$ cat src/rtl/lkv_pkg.sv
// Shared constants for the LRU key-value cache: sizes, widths, operation codes
// and the configuration register map.
// No dependencies; the interfaces and the top level take names from here.
package lkv_pkg;

  localparam int unsigned MAX_ENTRIES = 16;
  localparam int unsigned IDX_W       = $clog2(MAX_ENTRIES);
  localparam int unsigned CNT_W       = $clog2(MAX_ENTRIES + 1);
  localparam int unsigned KEY_W       = 32;
  localparam int unsigned VAL_W       = 32;
  localparam int unsigned CAP_W       = 5;

  // APB register map: one 32-bit register per word
  localparam int unsigned APB_DATA_W  = 32;
  localparam int unsigned APB_ADDR_W  = 3;
  localparam int unsigned REG_IDX_W   = APB_ADDR_W - 2;

  localparam logic [REG_IDX_W-1:0] REG_CAPACITY = REG_IDX_W'(0);

  localparam logic [CAP_W-1:0] CAP_RESET = CAP_W'(MAX_ENTRIES);

  localparam logic MODE_GET = 1'b0;
  localparam logic MODE_PUT = 1'b1;

  localparam logic signed [VAL_W-1:0] MISS_VALUE = -VAL_W'(1);

endpackage

$ cat src/rtl/lkv_stream_if.sv
// Valid/ready channel interfaces for the LRU key-value cache: one for
// requests (get or put), one for results. Depends on lkv_pkg for widths.
interface lkv_req_if;
  logic                               valid;
  logic                               ready;
  logic                               mode;
  logic signed [lkv_pkg::KEY_W-1:0]   lookup_key;
  logic signed [lkv_pkg::VAL_W-1:0]   write_value;

  modport source (output valid, mode, lookup_key, write_value, input ready);
  modport sink   (input valid, mode, lookup_key, write_value, output ready);
endinterface

interface lkv_rsp_if;
  logic                               valid;
  logic                               ready;
  logic                               hit;
  logic signed [lkv_pkg::VAL_W-1:0]   read_value;
  logic                               evicted;
  logic signed [lkv_pkg::KEY_W-1:0]   evicted_key;

  modport source (output valid, hit, read_value, evicted, evicted_key, input ready);
  modport sink   (input valid, hit, read_value, evicted, evicted_key, output ready);
endinterface

$ cat src/rtl/lru_key_value_cache.sv
// A result is registered once its request has been scanned and resolved. One
// request is handled at a time; the next is accepted after the result is registered.
// The scan sets the pace: one shared key comparator walks all entries,
// one per cycle, behind the registered read of the key and value memories.
// Reset (rst_n, synchronous, active low) clears valid marks, ranks, fill count
// and the output valid, and sets capacity to 16; key/value memories are not cleared.
module lru_key_value_cache (
  input  logic                                clk,
  input  logic                                rst_n,
  lkv_req_if.sink                             in_ch,
  lkv_rsp_if.source                           out_ch,
  input  logic                                psel,
  input  logic                                penable,
  input  logic                                pwrite,
  input  logic [lkv_pkg::APB_ADDR_W-1:0]      paddr,
  input  logic [lkv_pkg::APB_DATA_W-1:0]      pwdata,
  output logic [lkv_pkg::APB_DATA_W-1:0]      prdata,
  output logic                                pready
);

  typedef enum logic [1:0] {
    ST_IDLE,
    ST_SCAN,
    ST_RESOLVE
  } state_t;

  localparam int unsigned N   = lkv_pkg::MAX_ENTRIES;
  localparam int unsigned IW  = lkv_pkg::IDX_W;
  localparam int unsigned CW  = lkv_pkg::CNT_W;
  localparam int unsigned KW  = lkv_pkg::KEY_W;
  localparam int unsigned VW  = lkv_pkg::VAL_W;

  state_t                     state_r;
  logic [lkv_pkg::CAP_W-1:0]  cap_r;
  logic [N-1:0]               valid_r;
  logic [IW-1:0]              rank_r [N];
  logic [IW-1:0]              rank_nxt [N];
  logic [CW-1:0]              fill_r;
  logic [CW-1:0]              cnt_r;

  // latched request
  logic                       mode_r;
  logic signed [KW-1:0]       key_r;
  logic signed [VW-1:0]       wval_r;

  // memories and their registered read data
  logic signed [KW-1:0]       key_mem_r [N];
  logic signed [VW-1:0]       val_mem_r [N];
  logic signed [KW-1:0]       key_q_r;
  logic signed [VW-1:0]       val_q_r;
  logic                       chk_vld_r;
  logic [IW-1:0]              chk_idx_r;

  // scan results
  logic                       found_r;
  logic [IW-1:0]              found_idx_r;
  logic [IW-1:0]              found_rank_r;
  logic signed [VW-1:0]       found_val_r;
  logic                       free_r;
  logic [IW-1:0]              free_idx_r;
  logic [IW-1:0]              victim_idx_r;
  logic signed [KW-1:0]       victim_key_r;

  // result register
  logic                       out_valid_r;
  logic                       hit_r;
  logic signed [VW-1:0]       rval_r;
  logic                       evicted_r;
  logic signed [KW-1:0]       evk_r;

  logic [CW-1:0]              eff_cap;
  logic [CW-1:0]              fill_m1;
  logic                       has_room;
  logic                       is_put;
  logic                       do_touch;
  logic                       do_fill;
  logic                       do_evict;
  logic [IW-1:0]              tgt_idx;
  logic [IW-1:0]              touch_rank;
  logic                       resolve_go;
  logic                       mem_we;
  logic                       cfg_we;
  logic                       chk_entry_vld;

  // ---------------------------------------------------------------- config
  assign pready = 1'b1;
  assign cfg_we = psel && penable && pwrite
                  && (paddr[lkv_pkg::APB_ADDR_W-1:2] == lkv_pkg::REG_CAPACITY);
  assign prdata = (paddr[lkv_pkg::APB_ADDR_W-1:2] == lkv_pkg::REG_CAPACITY)
                  ? lkv_pkg::APB_DATA_W'(cap_r) : '0;

  always_comb begin
    if (cap_r == '0) begin
      eff_cap = CW'(1);
    end else if (CW'(cap_r) > CW'(N)) begin
      eff_cap = CW'(N);
    end else begin
      eff_cap = CW'(cap_r);
    end
  end

  // ---------------------------------------------------------------- decision
  assign fill_m1    = fill_r - CW'(1);
  assign has_room   = fill_r < eff_cap;
  assign is_put     = (mode_r == lkv_pkg::MODE_PUT);
  assign do_fill    = is_put && !found_r && has_room;
  assign do_evict   = is_put && !found_r && !has_room;
  assign do_touch   = found_r || do_evict;
  assign tgt_idx    = found_r ? found_idx_r : (has_room ? free_idx_r : victim_idx_r);
  assign touch_rank = found_r ? found_rank_r : fill_m1[IW-1:0];
  assign resolve_go = (state_r == ST_RESOLVE) && (!out_valid_r || out_ch.ready);
  assign mem_we     = resolve_go && is_put;
  assign chk_entry_vld = valid_r[chk_idx_r];

  // age entries more recent than the target, then make the target most recent
  always_comb begin
    for (int i = 0; i < N; i++) begin
      rank_nxt[i] = rank_r[i];
      if (do_touch && valid_r[i] && (IW'(i) != tgt_idx) && (rank_r[i] < touch_rank)) begin
        rank_nxt[i] = rank_r[i] + IW'(1);
      end
      if (do_fill && valid_r[i]) begin
        rank_nxt[i] = rank_r[i] + IW'(1);
      end
      if ((do_touch || do_fill) && (IW'(i) == tgt_idx)) begin
        rank_nxt[i] = '0;
      end
    end
  end

  // ---------------------------------------------------------------- memories
  always_ff @(posedge clk) begin
    if (mem_we) begin
      key_mem_r[tgt_idx] <= key_r;
      val_mem_r[tgt_idx] <= wval_r;
    end
    key_q_r <= key_mem_r[cnt_r[IW-1:0]];
    val_q_r <= val_mem_r[cnt_r[IW-1:0]];
  end

  // ---------------------------------------------------------------- sequencer
  always_ff @(posedge clk) begin
    if (!rst_n) begin
      state_r     <= ST_IDLE;
      cap_r       <= lkv_pkg::CAP_RESET;
      valid_r     <= '0;
      fill_r      <= '0;
      cnt_r       <= '0;
      chk_vld_r   <= 1'b0;
      found_r     <= 1'b0;
      free_r      <= 1'b0;
      out_valid_r <= 1'b0;
      for (int i = 0; i < N; i++) begin
        rank_r[i] <= '0;
      end
    end else begin
      if (cfg_we) begin
        cap_r <= pwdata[lkv_pkg::CAP_W-1:0];
      end
      if (out_valid_r && out_ch.ready && !resolve_go) begin
        out_valid_r <= 1'b0;
      end

      unique case (state_r)
        ST_IDLE: begin
          if (in_ch.valid) begin
            mode_r    <= in_ch.mode;
            key_r     <= in_ch.lookup_key;
            wval_r    <= in_ch.write_value;
            cnt_r     <= '0;
            chk_vld_r <= 1'b0;
            found_r   <= 1'b0;
            free_r    <= 1'b0;
            state_r   <= ST_SCAN;
          end
        end

        ST_SCAN: begin
          // entry chk_idx_r was read last cycle; compare it now
          if (chk_vld_r) begin
            if (chk_entry_vld && (key_q_r == key_r) && !found_r) begin
              found_r      <= 1'b1;
              found_idx_r  <= chk_idx_r;
              found_rank_r <= rank_r[chk_idx_r];
              found_val_r  <= val_q_r;
            end
            if (!chk_entry_vld && !free_r) begin
              free_r     <= 1'b1;
              free_idx_r <= chk_idx_r;
            end
            if (chk_entry_vld && (rank_r[chk_idx_r] == fill_m1[IW-1:0])) begin
              victim_idx_r <= chk_idx_r;
              victim_key_r <= key_q_r;
            end
          end
          chk_vld_r <= (cnt_r < CW'(N));
          chk_idx_r <= cnt_r[IW-1:0];
          cnt_r     <= cnt_r + CW'(1);
          if (cnt_r == CW'(N)) begin
            state_r <= ST_RESOLVE;
          end
        end

        ST_RESOLVE: begin
          // hold until the result register is free
          if (resolve_go) begin
            rank_r      <= rank_nxt;
            if (do_fill) begin
              valid_r[tgt_idx] <= 1'b1;
              fill_r           <= fill_r + CW'(1);
            end
            out_valid_r <= 1'b1;
            hit_r       <= found_r;
            rval_r      <= is_put ? '0 : (found_r ? found_val_r : lkv_pkg::MISS_VALUE);
            evicted_r   <= do_evict;
            evk_r       <= do_evict ? victim_key_r : '0;
            state_r     <= ST_IDLE;
          end
        end

        default: state_r <= ST_IDLE;
      endcase
    end
  end

  assign in_ch.ready        = (state_r == ST_IDLE);
  assign out_ch.valid       = out_valid_r;
  assign out_ch.hit         = hit_r;
  assign out_ch.read_value  = rval_r;
  assign out_ch.evicted     = evicted_r;
  assign out_ch.evicted_key = evk_r;

`ifndef NO_ASSERTIONS
  a_fill_matches_valid: assert property (@(posedge clk) disable iff (!rst_n)
    fill_r == CW'($countones(valid_r)))
    else $error("fill count differs from number of valid entries");

  a_one_in_flight: assert property (@(posedge clk) disable iff (!rst_n)
    (in_ch.valid && in_ch.ready) |=> !in_ch.ready)
    else $error("request accepted while another is in flight");

  a_hit_on_valid: assert property (@(posedge clk) disable iff (!rst_n)
    (state_r == ST_RESOLVE && found_r) |-> valid_r[found_idx_r])
    else $error("hit resolved on an invalid entry");

  a_fill_bounded: assert property (@(posedge clk) disable iff (!rst_n)
    (resolve_go && do_fill) |-> (fill_r < CW'(N)))
    else $error("fill past the last entry");
`endif

endmodule

$ cat src/flat_wrapper.sv
// flat-port wrapper written by rule: the top's interface ports become plain ports
module lru_key_value_cache_flat 
  (clk, rst_n, psel, penable, pwrite, paddr, pwdata, prdata, pready, in_ch_valid, in_ch_mode, in_ch_lookup_key, in_ch_write_value, in_ch_ready, out_ch_valid, out_ch_hit, out_ch_read_value, out_ch_evicted, out_ch_evicted_key, out_ch_ready);
  lkv_req_if in_ch_i ();
  lkv_rsp_if out_ch_i ();
  input  logic clk;
  input  logic rst_n;
  input  logic psel;
  input  logic penable;
  input  logic pwrite;
  input  logic [lkv_pkg::APB_ADDR_W-1:0] paddr;
  input  logic [lkv_pkg::APB_DATA_W-1:0] pwdata;
  output logic [lkv_pkg::APB_DATA_W-1:0] prdata;
  output logic pready;
  input wire logic [$bits(in_ch_i.valid)-1:0] in_ch_valid;
  input wire logic [$bits(in_ch_i.mode)-1:0] in_ch_mode;
  input wire logic [$bits(in_ch_i.lookup_key)-1:0] in_ch_lookup_key;
  input wire logic [$bits(in_ch_i.write_value)-1:0] in_ch_write_value;
  output wire logic [$bits(in_ch_i.ready)-1:0] in_ch_ready;
  output wire logic [$bits(out_ch_i.valid)-1:0] out_ch_valid;
  output wire logic [$bits(out_ch_i.hit)-1:0] out_ch_hit;
  output wire logic [$bits(out_ch_i.read_value)-1:0] out_ch_read_value;
  output wire logic [$bits(out_ch_i.evicted)-1:0] out_ch_evicted;
  output wire logic [$bits(out_ch_i.evicted_key)-1:0] out_ch_evicted_key;
  input wire logic [$bits(out_ch_i.ready)-1:0] out_ch_ready;
  assign in_ch_i.valid = in_ch_valid;
  assign in_ch_i.mode = in_ch_mode;
  assign in_ch_i.lookup_key = in_ch_lookup_key;
  assign in_ch_i.write_value = in_ch_write_value;
  assign in_ch_ready = in_ch_i.ready;
  assign out_ch_valid = out_ch_i.valid;
  assign out_ch_hit = out_ch_i.hit;
  assign out_ch_read_value = out_ch_i.read_value;
  assign out_ch_evicted = out_ch_i.evicted;
  assign out_ch_evicted_key = out_ch_i.evicted_key;
  assign out_ch_i.ready = out_ch_ready;
  lru_key_value_cache u_core (.clk(clk), .rst_n(rst_n), .in_ch(in_ch_i), .out_ch(out_ch_i), .psel(psel), .penable(penable), .pwrite(pwrite), .paddr(paddr), .pwdata(pwdata), .prdata(prdata), .pready(pready));
endmodule
$ cat config.mk
export PLATFORM = sky130hd
export DESIGN_NAME = lru_key_value_cache_flat
export DESIGN_NICKNAME = d
export VERILOG_FILES = /design/src/rtl/lkv_pkg.sv /design/src/rtl/lkv_stream_if.sv /design/src/rtl/lru_key_value_cache.sv /design/src/flat_wrapper.sv
export SDC_FILE = /design/constraint.sdc
export NUM_CORES = 1
export LEC_CHECK = 0
export BUFFER_PORTS_ARGS = -buffer_cell sky130_fd_sc_hd__buf_2
export CORE_ASPECT_RATIO = 2
export CORE_UTILIZATION = 45
export DETAILED_ROUTE_END_ITERATION = 12
export PLACE_DENSITY = 0.59
export SLEW_MARGIN = 20
export SYNTH_ARGS = -nofsm -noshare
export SYNTH_HDL_FRONTEND = slang
export SYNTH_SLANG_ARGS = --single-unit
$ cat constraint.sdc
create_clock -name clk -period 24.5 [get_ports clk]
set_input_delay 7.35 -clock clk [delete_from_list [all_inputs] [get_ports clk]]
set_output_delay 7.35 -clock clk [all_outputs]
set_load 0.02 [all_outputs]
==> results of run 1 <==
logic make-up after synthesis:
kind of cell / after synthesis / synth area share (%)
flip-flops: 1404 / 73.8
AND/OR/NAND/NOR: 448 / 4.58
multiplexers: 353 / 14.3
AO/OA/AOI/OAI: 250 / 3.23
buffers and inverters: 217 / 1.78
adder cells (fa/ha/maj): 72 / 1.64
XOR/XNOR: 42 / 0.670
other: 2 / 0.0137
path summary, 6_finish.rpt:
kind	from	slack, ns	depth (start not counted)	end
worst min-delay path	u_core.val_q_r[0]	0.40	0	u_core.found_val_r[0]
worst max-delay path	paddr[2]	9.37	3	prdata[0]
worst min register to register	u_core.val_q_r[0]	0.40	0	u_core.found_val_r[0]
worst max register to register	u_core.cap_r[4]	19.71	11	u_core.val_mem_r[3][29]
Yosys cell counts, types with 7 or more instances:
master / number
nand4b_1: 18
clkbuf_1: 98
mux2i_1: 7
and2_1: 47
nor4b_1: 8
nand2_1: 75
xor2_1: 32
xnor2_1: 10
o21a_1: 37
edfxtp_1: 1239
o21ai_0: 32
buf_2: 7
o31a_1: 29
nor4_1: 22
buf_4: 31
o211ai_1: 26
nand2b_1: 9
or4_1: 22
inv_1: 49
nor2b_1: 8
buf_1: 27
ha_1: 72
nor2_1: 51
nor3_1: 23
a21oi_1: 51
dfxtp_1: 165
a31oi_1: 22
mux4_2: 345
nand3_1: 81
nand4_1: 55
cell usage in the layout (no fill, tap or decap), types with 22 or more instances in the layout:
cell type	Yosys	routed
o21ai_0	32	32
or4_1	22	22
conb_1	2	28
o21a_1	37	37
xor2_1	32	32
nand2_1	75	75
buf_2	7	150
o211ai_1	26	26
clkbuf_1	98	22
a21oi_1	51	48
nor2_1	51	48
and2_1	47	47
nand3_1	81	81
nand4_1	55	55
buf_4	31	64
o31a_1	29	29
mux4_2	345	345
dfxtp_1	165	160
clkbuf_16	0	119
inv_1	49	49
edfxtp_1	1239	1239
ha_1	72	72
a31oi_1	22	22
metrics by stage:
stage | util, % | worst slack [ns]
floorplan | - | 9.50
global placement | 47.7 | 9.36
detailed placement | 47.7 | 9.37
CTS | 51.2 | 9.37
global route | 51.2 | 9.33
finish | 51.2 | 9.37
sequential cells by signal (all words and copies together) (netlist names), 5 cells and up:
name / cells
u_core.val_mem_r: 512
u_core.valid_r: 16
u_core.wval_r: 32
u_core.cap_r: 5
u_core.fill_r: 5
u_core.cnt_r: 5
u_core.victim_key_r: 32
u_core.val_q_r: 32
u_core.key_q_r: 32
u_core.out_ch.read_value: 32
u_core.key_r: 32
u_core.found_val_r: 32
u_core.key_mem_r: 512
u_core.out_ch.evicted_key: 32
u_core.rank_r: 64
routing by layer:
layer	wire length (um)	vias up	global-route usage (%)
li1	-	11800	-
met3	6700	272	3.05
met2	72000	1024	39.9
met1	52700	15000	27.1
met5	80	-	0
met4	4160	12	8.00
report_power, final:
group / switching, mW / internal, mW
Combinational: 0.0732 / 0.0758
Sequential: 0.0317 / 2.60
Clock: 0.880 / 1.12
area by class of cell:
class                      count  share of cell area [%]
sequential                  1404                    65.6
multi-input combinational   1193                    22.1
clock buffer                 162                    5.42
tap                         1547                    3.13
timing repair buffer         217                    2.09
clock inverter                61                    1.30
inverter                      49                   0.298
antenna                        2                 0.00810
==> flow_metrics.env, run 1 <==
export IMPL_outcome="finished, final reports clean"
export IMPL_initial_utilization_pct=45.5
export IMPL_fmax_mhz=66.1
export IMPL_final_layout_size_suffix_gt1_share_pct=26.5
export IMPL_period_share_pct=61.8
export IMPL_area_delta_synth_final_pct=12.5
export IMPL_synthArstFlopShare_pct=0
export IMPL_crit_fanout=6
export IMPL_power_density_mw_per_mm2=77.5
export IMPL_crit_slowest_cell="buf_2"
export IMPL_crit_chain="buf_2, nor2b_1, buf_2"
export IMPL_holdBufCountCts=0
export IMPL_dr_pass1_iters=5
export IMPL_worstPathArrival_ns=7.78
export IMPL_portBuffers=150
export IMPL_synth_area_leaders="edfxtp_1 (68%), mux4_2 (14%), dfxtp_1 (6.0%)"
export IMPL_crit_buf_inv=2
export IMPL_drv_slew=0
export IMPL_ys_ff_latch=1404
export IMPL_max_cap_violations=0
export IMPL_overflow=0
export IMPL_syn_area_mm2=0.0549
export IMPL_grt_pass1_wl_mm=199
export IMPL_h_tree_depth=3
export IMPL_critPathMostFrequentCell="buf_2"
export IMPL_io_pins=208
export IMPL_critPathMaxStageDelay_ns=0.18
export IMPL_yosysTopAreaCellShare_pct=67.8
export IMPL_min_period_ns=15.13
export IMPL_synthFlopType="edfxtp_1"
export IMPL_ys_types=74
export IMPL_fin_skew_ns=0.0222
export IMPL_row_count=180
export IMPL_gp_congestion=0.838
export IMPL_postLayoutCellArea_mm2=0.0618
export IMPL_dp_hpwl_mm=73.1
export IMPL_place_inst=4410
export IMPL_seq_area_mm2=0.0405
export IMPL_vias=28100
export IMPL_die_x_um=249
export IMPL_root_buffer="clkbuf_16"
export IMPL_grt_max_degree=143
export IMPL_viasPerCell=6.06
export IMPL_worst_pin_slew_ns=1.15
export IMPL_cts_sinks=1404
export IMPL_rsz0062_at_grt="false"
export IMPL_setup_violations=0
export IMPL_leakage_nw=19.7
export IMPL_drt_wl_total_mm=136
export IMPL_path_class="input pin to output port"
export IMPL_cts_buffers=118
export IMPL_cts_tree="done"
export IMPL_post_cts_buffers=0
export IMPL_avgSynthCellArea_um2=19.7
export IMPL_cpLargestDelayFamily="buffers and inverters"
export IMPL_critPathCaptureType="output port"
export IMPL_cts_buffer_depth=3
export IMPL_nets=3162
export IMPL_power_total_mw=4.79
export IMPL_synth_seq_area_share_pct=73.8
export IMPL_synth_edf_count=1239
export IMPL_grt_antenna_before_repair=10
export IMPL_synth_top_cell_by_area="edfxtp_1"
export IMPL_synthesis_instances=2788
export IMPL_cts_clk_slew_worst_paths_ns=0.08
export IMPL_drt_initial_drc_count=2446
export IMPL_clock_latency_ns=0.74
export IMPL_critPathLaunchType="input pin"
export IMPL_grt_usage_pct=22.1
export IMPL_post_layout_nonfiller_instances=4635
export IMPL_tns_ns=0
export IMPL_core_area_mm2=0.121
export IMPL_wire_per_inst_um=29.2
export IMPL_yosys_warnings=0
export IMPL_antenna_left=0
export IMPL_fillCellCount=9625
export IMPL_hold_ws_ns=0.404
export IMPL_hp_class="flip-flop to flip-flop"
export IMPL_max_slew_margin_pct=23.0
export IMPL_placed_cell_area_mm2=0.0576
export IMPL_multi_input_area_mm2=0.0137
export IMPL_grt_pass1_vias=29900
export IMPL_cts_resized=0
export IMPL_hold_violations=0
export IMPL_drc=0
export IMPL_critPathRequiredTime_ns=17.15
export IMPL_die_h_um=496
export IMPL_dieArea_mm2=0.123
export IMPL_vdd_ir_drop_max_v=0.0000718
Note: power is estimated with default switching activity, not from simulation.
==> run 2: changes to the inputs <==
==> constraint.sdc (replaced) <==
create_clock -name clk -period 15.2 [get_ports clk]
set_input_delay 4.56 -clock clk [delete_from_list [all_inputs] [get_ports clk]]
set_output_delay 4.56 -clock clk [all_outputs]
set_load 0.02 [all_outputs]
==> flow_metrics.env, run 2 (synthesis gave the netlist of run 1 again) <==
export IMPL_antenna_left=0
export IMPL_intPower_mw=6.05
export IMPL_root_buffer="clkbuf_16"
export IMPL_path_class="input pin to output port"
export IMPL_hold_violations=0
export IMPL_clock_latency_ns=0.74
export IMPL_row_count=180
export IMPL_io_pins=208
export IMPL_viasPerCell=6.05
export IMPL_hold_depth=0
export IMPL_cts_sinks=1404
export IMPL_initial_utilization_pct=45.5
export IMPL_dieArea_mm2=0.123
export IMPL_critPathMaxStageDelay_ns=0.18
export IMPL_r2r_start="u_core.cap_r[4]"
export IMPL_core_area_mm2=0.121
export IMPL_min_period_ns=9.54
export IMPL_mostFrequentLayoutCell="edfxtp_1"
export IMPL_wire_per_inst_um=29.6
export IMPL_max_slew_margin_pct=21.4
export IMPL_tns_ns=0
export IMPL_combPwrFrac_pct=3.2
export IMPL_top_regs="u_core.key_mem_r: 512 flops, u_core.val_mem_r: 512 flops, u_core.rank_r: 64 flops"
export IMPL_cts_clk_slew_worst_paths_ns=0.07
export IMPL_portBuffers=150
export IMPL_final_core_util_pct=51.0
export IMPL_outcome="finished, final reports clean"
export IMPL_vias=28000
export IMPL_multi_input_area_mm2=0.0137
export IMPL_clockPowerShare_pct=41.2
export IMPL_h_tree_depth=3
export IMPL_ff2ff_setup_slack_ns=10.13
export IMPL_drv_slew=0
export IMPL_worstPathArrival_ns=4.98
export IMPL_grt_pass1_vias=29900
export IMPL_worst_pin_slew_ns=1.17
export IMPL_overflow=0
export IMPL_vdd_ir_drop_max_v=0.0000922
export IMPL_cts_tree="done"
export IMPL_dp_hpwl_mm=74.1
export IMPL_power_frac_seq_pct=55.7
export IMPL_drt_wl_total_mm=137
export IMPL_critPathCaptureType="output port"
export IMPL_seq_area_mm2=0.0405
export IMPL_power_density_mw_per_mm2=124
export IMPL_grt_usage_pct=22.5
export IMPL_setup_violations=0
export IMPL_leakage_nw=19.6
export IMPL_cts_buffers=116
export IMPL_grt_pass1_wl_mm=201
export IMPL_critPathRequiredTime_ns=10.64
export IMPL_fillCellCount=9655
export IMPL_crit_chain="buf_2, nor2b_1, buf_2"
export IMPL_cts_buffer_depth=3
export IMPL_nets=3157
export IMPL_rsz0062_at_grt="false"
export IMPL_cts_resized=0
export IMPL_die_h_um=496
export IMPL_area_delta_synth_final_pct=12.1
export IMPL_period_share_pct=62.8
export IMPL_hp_class="flip-flop to flip-flop"
export IMPL_r2r_cells=11
export IMPL_hp_start="u_core.val_q_r[6]"
export IMPL_dr_pass1_iters=5
export IMPL_drt_initial_drc_count=2665
export IMPL_fin_skew_ns=0.0275
export IMPL_crit_slowest_cell="buf_2"
export IMPL_p_switching_mw=1.58
export IMPL_switching_share_pct=20.7
export IMPL_gp_congestion=0.882
export IMPL_r2r_end="u_core.val_mem_r[0][24]"
export IMPL_mostFrequentLayoutCells="edfxtp_1 (1239), mux4_2 (345), dfxtp_1 (160), buf_2 (150), clkbuf_16 (117)"
export IMPL_critPathLaunchType="input pin"
export IMPL_critPathMostFrequentCell="buf_2"
export IMPL_fmax_mhz=105
export IMPL_max_cap_violations=0
export IMPL_post_cts_buffers=0
export IMPL_grt_max_degree=151
export IMPL_final_layout_size_suffix_gt1_share_pct=25.9
export IMPL_drc=0
export IMPL_min_to="u_core.found_val_r[6]"
export IMPL_holdBufCountCts=0
export IMPL_die_x_um=249
export IMPL_grt_antenna_before_repair=10
export IMPL_crit_fanout=6
-- run 2: cell count changes in the layout (fill, tap and decap cells not counted), sizes merged --
cell,change
buf,-3
bufinv,-1
clkbuf,-4
clkinv,+10
clkinvlp,-7
inv,+1
-- run 2: power groups by stage --
| stage | Clock [mW] | Sequential (mW) | Combinational, mW |
|---|---|---|---|
| finish | 3.14 | 4.25 | 0.241 |
| global route | 3.34 | 4.25 | 0.260 |
| CTS | 3.21 | 4.25 | 0.246 |
| detailed placement | 0 | 4.33 | 0.245 |
| global placement | 0 | 4.33 | 0.240 |
| floorplan | 0 | 4.31 | 0.192 |
-- run 2: worst max path at each step --
| stage | from | to | cells after the start |
|---|---|---|---|
| floorplan | out_ch_ready | u_core.key_mem_r[11][0] | 7 |
| global placement | paddr[2] | prdata[0] | 3 |
| detailed placement | paddr[2] | prdata[1] | 3 |
| CTS | paddr[2] | prdata[1] | 3 |
| global route | paddr[2] | prdata[1] | 3 |
| finish | paddr[2] | prdata[1] | 3 |
-- run 2: critical path: cells and delay by family --
kind,cells,cell delay (ns)
buffers and inverters,2,0.31
AND/OR/NAND/NOR,1,0.12
-- run 2: layout make-up --
class	instances	area share, %
sequential	1404	65.8
clock inverter	64	1.26
inverter	49	0.299
antenna	2	0.00813
multi-input combinational	1193	22.2
clock buffer	158	5.20
tap	1547	3.14
timing repair buffer	214	2.06
-- run 2: per-layer routing --
| metal | track usage [%] | up-vias | share of wire (%) | wire [um] |
|---|---|---|---|---|
| li1 | - | 11800 | - | - |
| met1 | 27.4 | 15000 | 39 | 52700 |
| met2 | 40.6 | 961 | 53 | 72900 |
| met3 | 3.18 | 246 | 4.9 | 6690 |
| met4 | 8.24 | 12 | 3.2 | 4400 |
| met5 | 0 | - | 0.057 | 78 |
-- run 2: stage by stage --
step	power [mW]	setup slack [ns]	instances	hold slack, ns	instance area, um^2
global placement	4.57	5.65	4407	0.389	57600
CTS	7.70	5.65	4629	0.408	61600
floorplan	4.50	4.50	2814	0.386	55000
global route	7.85	5.62	4630	0.413	61600
finish	7.63	5.66	4631	0.404	61600
detailed placement	4.58	5.65	4407	0.389	57600
==> run 3: changes to the inputs <==
==> constraint.sdc (replaced) <==
create_clock -name clk -period 9.7 [get_ports clk]
set_input_delay 2.91 -clock clk [delete_from_list [all_inputs] [get_ports clk]]
set_output_delay 2.91 -clock clk [all_outputs]
set_load 0.02 [all_outputs]
==> flow_metrics.env, run 3 (synthesis gave the netlist of run 1 again) <==
export IMPL_vdd_ir_drop_max_v=0.000199
export IMPL_seq_area_mm2=0.0405
export IMPL_overflow=0
export IMPL_multi_input_area_mm2=0.0137
export IMPL_cts_buffers=117
export IMPL_rsz0062_at_grt="false"
export IMPL_drt_initial_drc_count=2641
export IMPL_dp_hpwl_mm=74.4
export IMPL_area_delta_synth_final_pct=12.2
export IMPL_tns_ns=0
export IMPL_met1_usage_pct=26.6
export IMPL_grt_pass1_wl_mm=198
export IMPL_drc=0
export IMPL_grt_busiest_layer="met2"
export IMPL_crit_fanout=6
export IMPL_portBuffers=150
export IMPL_die_x_um=249
export IMPL_core_area_mm2=0.121
export IMPL_antenna_left=0
export IMPL_cts_sinks=1404
export IMPL_finalWorstSetupSlack_ns=3.45
export IMPL_path_class="input pin to output port"
export IMPL_final_layout_size_suffix_gt1_share_pct=25.9
export IMPL_gp_congestion=0.883
export IMPL_h_tree_depth=3
export IMPL_dieArea_mm2=0.123
export IMPL_fmax_mhz=160
export IMPL_setup_violations=0
export IMPL_cts_buffer_depth=3
export IMPL_vias=27800
export IMPL_drv_slew=0
export IMPL_die_h_um=496
export IMPL_fillCellCount=9588
export IMPL_mostFrequentLayoutCell="edfxtp_1"
export IMPL_leakage_nw=19.6
export IMPL_io_pins=208
export IMPL_grt_pass1_vias=29400
export IMPL_grt_usage_pct=22.1
export IMPL_max_slew_margin_pct=19.4
export IMPL_row_count=180
export IMPL_critPathRequiredTime_ns=6.79
export IMPL_wire_per_inst_um=29.2
export IMPL_worst_pin_slew_ns=1.21
export IMPL_top_regs="u_core.key_mem_r: 512 flops, u_core.val_mem_r: 512 flops, u_core.rank_r: 64 flops"
export IMPL_critPathLaunchType="input pin"
export IMPL_min_period_ns=6.25
export IMPL_drt_wl_total_mm=135
export IMPL_grt_max_degree=141
export IMPL_dr_pass1_iters=8
export IMPL_dp_slack_ns=2.90
export IMPL_met2_usage_pct=40.3
export IMPL_cts_clk_slew_worst_paths_ns=0.06
export IMPL_root_buffer="clkbuf_16"
export IMPL_met3_usage_pct=2.93
export IMPL_mostFrequentLayoutCells="edfxtp_1 (1239), mux4_2 (345), dfxtp_1 (160), buf_2 (150), clkbuf_16 (117)"
export IMPL_hp_class="flip-flop to flip-flop"
export IMPL_initial_utilization_pct=45.5
export IMPL_power_density_mw_per_mm2=194
export IMPL_critPathCaptureType="output port"
export IMPL_post_cts_buffers=0
export IMPL_grt_antenna_before_repair=12
export IMPL_period_share_pct=64.4
export IMPL_outcome="finished, final reports clean"
export IMPL_max_cap_violations=0
export IMPL_holdBufCountCts=0
export IMPL_fin_skew_ns=0.0612
export IMPL_clock_latency_ns=0.74
export IMPL_hold_violations=0
export IMPL_viasPerCell=6.01
export IMPL_nets=3162
export IMPL_cts_resized=0
export IMPL_worstPathArrival_ns=3.34
export IMPL_cts_tree="done"
run 3: cell count changes in the layout (fill, tap and decap cells not counted), moves of 2 or more:
cell | previous run | this run
inv_6 | 3 | 5
clkbuf_1 | 29 | 23
inv_8 | 2 | 0
clkinv_2 | 18 | 15
diode_2 | 2 | 4
clkinv_1 | 12 | 17
buf_4 | 61 | 63
bufinv_16 | 14 | 16
clkbuf_8 | 12 | 9
run 3: cell type report:
type / count / share of cell area (%)
clock buffers: 149 / 5.09
flip-flops and latches: 1404 / 65.8
clock inverters: 66 / 1.33
diodes: 4 / 0.0162
inverters: 49 / 0.299
repair buffers: 218 / 2.16
multi-input cells: 1193 / 22.2
well taps: 1547 / 3.14
run 3: path summary, 6_finish.rpt:
path / cells past startpoint / slack [ns] / from / endpoint
worst max register to register: 11 / 4.76 / u_core.cap_r[4] / u_core.val_mem_r[13][0]
worst min register to register: 0 / 0.40 / u_core.val_q_r[26] / u_core.found_val_r[26]
worst max-delay path: 3 / 3.45 / paddr[2] / prdata[3]
worst min-delay path: 0 / 0.40 / u_core.val_q_r[26] / u_core.found_val_r[26]
run 3: per-layer routing:
layer | wire (um) | share of wire, % | vias to the layer above
li1 | - | - | 11800
met1 | 51200 | 38 | 14700
met2 | 72700 | 54 | 989
met3 | 6750 | 5.0 | 280
met4 | 4320 | 3.2 | 10
met5 | 70 | 0.052 | -
run 3: metrics by stage:
step	hold slack, ns	cell area, um^2	utilization [%]	power [mW]	std cells
floorplan	0.386	55000	-	7.05	2814
global placement	0.389	57600	47.7	7.16	4409
detailed placement	0.389	57600	47.7	7.17	4410
CTS	0.405	61600	51.0	12.1	4625
global route	0.409	61600	51.0	12.3	4627
finish	0.405	61600	51.0	11.9	4630
run 3: power breakdown:
part           switching (mW)  internal (mW)  total, mW
Sequential             0.0845           6.58       6.66
Combinational           0.182          0.194      0.376
Clock                    2.18           2.72       4.90
Total                    2.44           9.50       11.9
run 3: critical path, cell delays in order:
cell	delay (ns)
buf_2	0.13
nor2b_1	0.12
buf_2	0.18
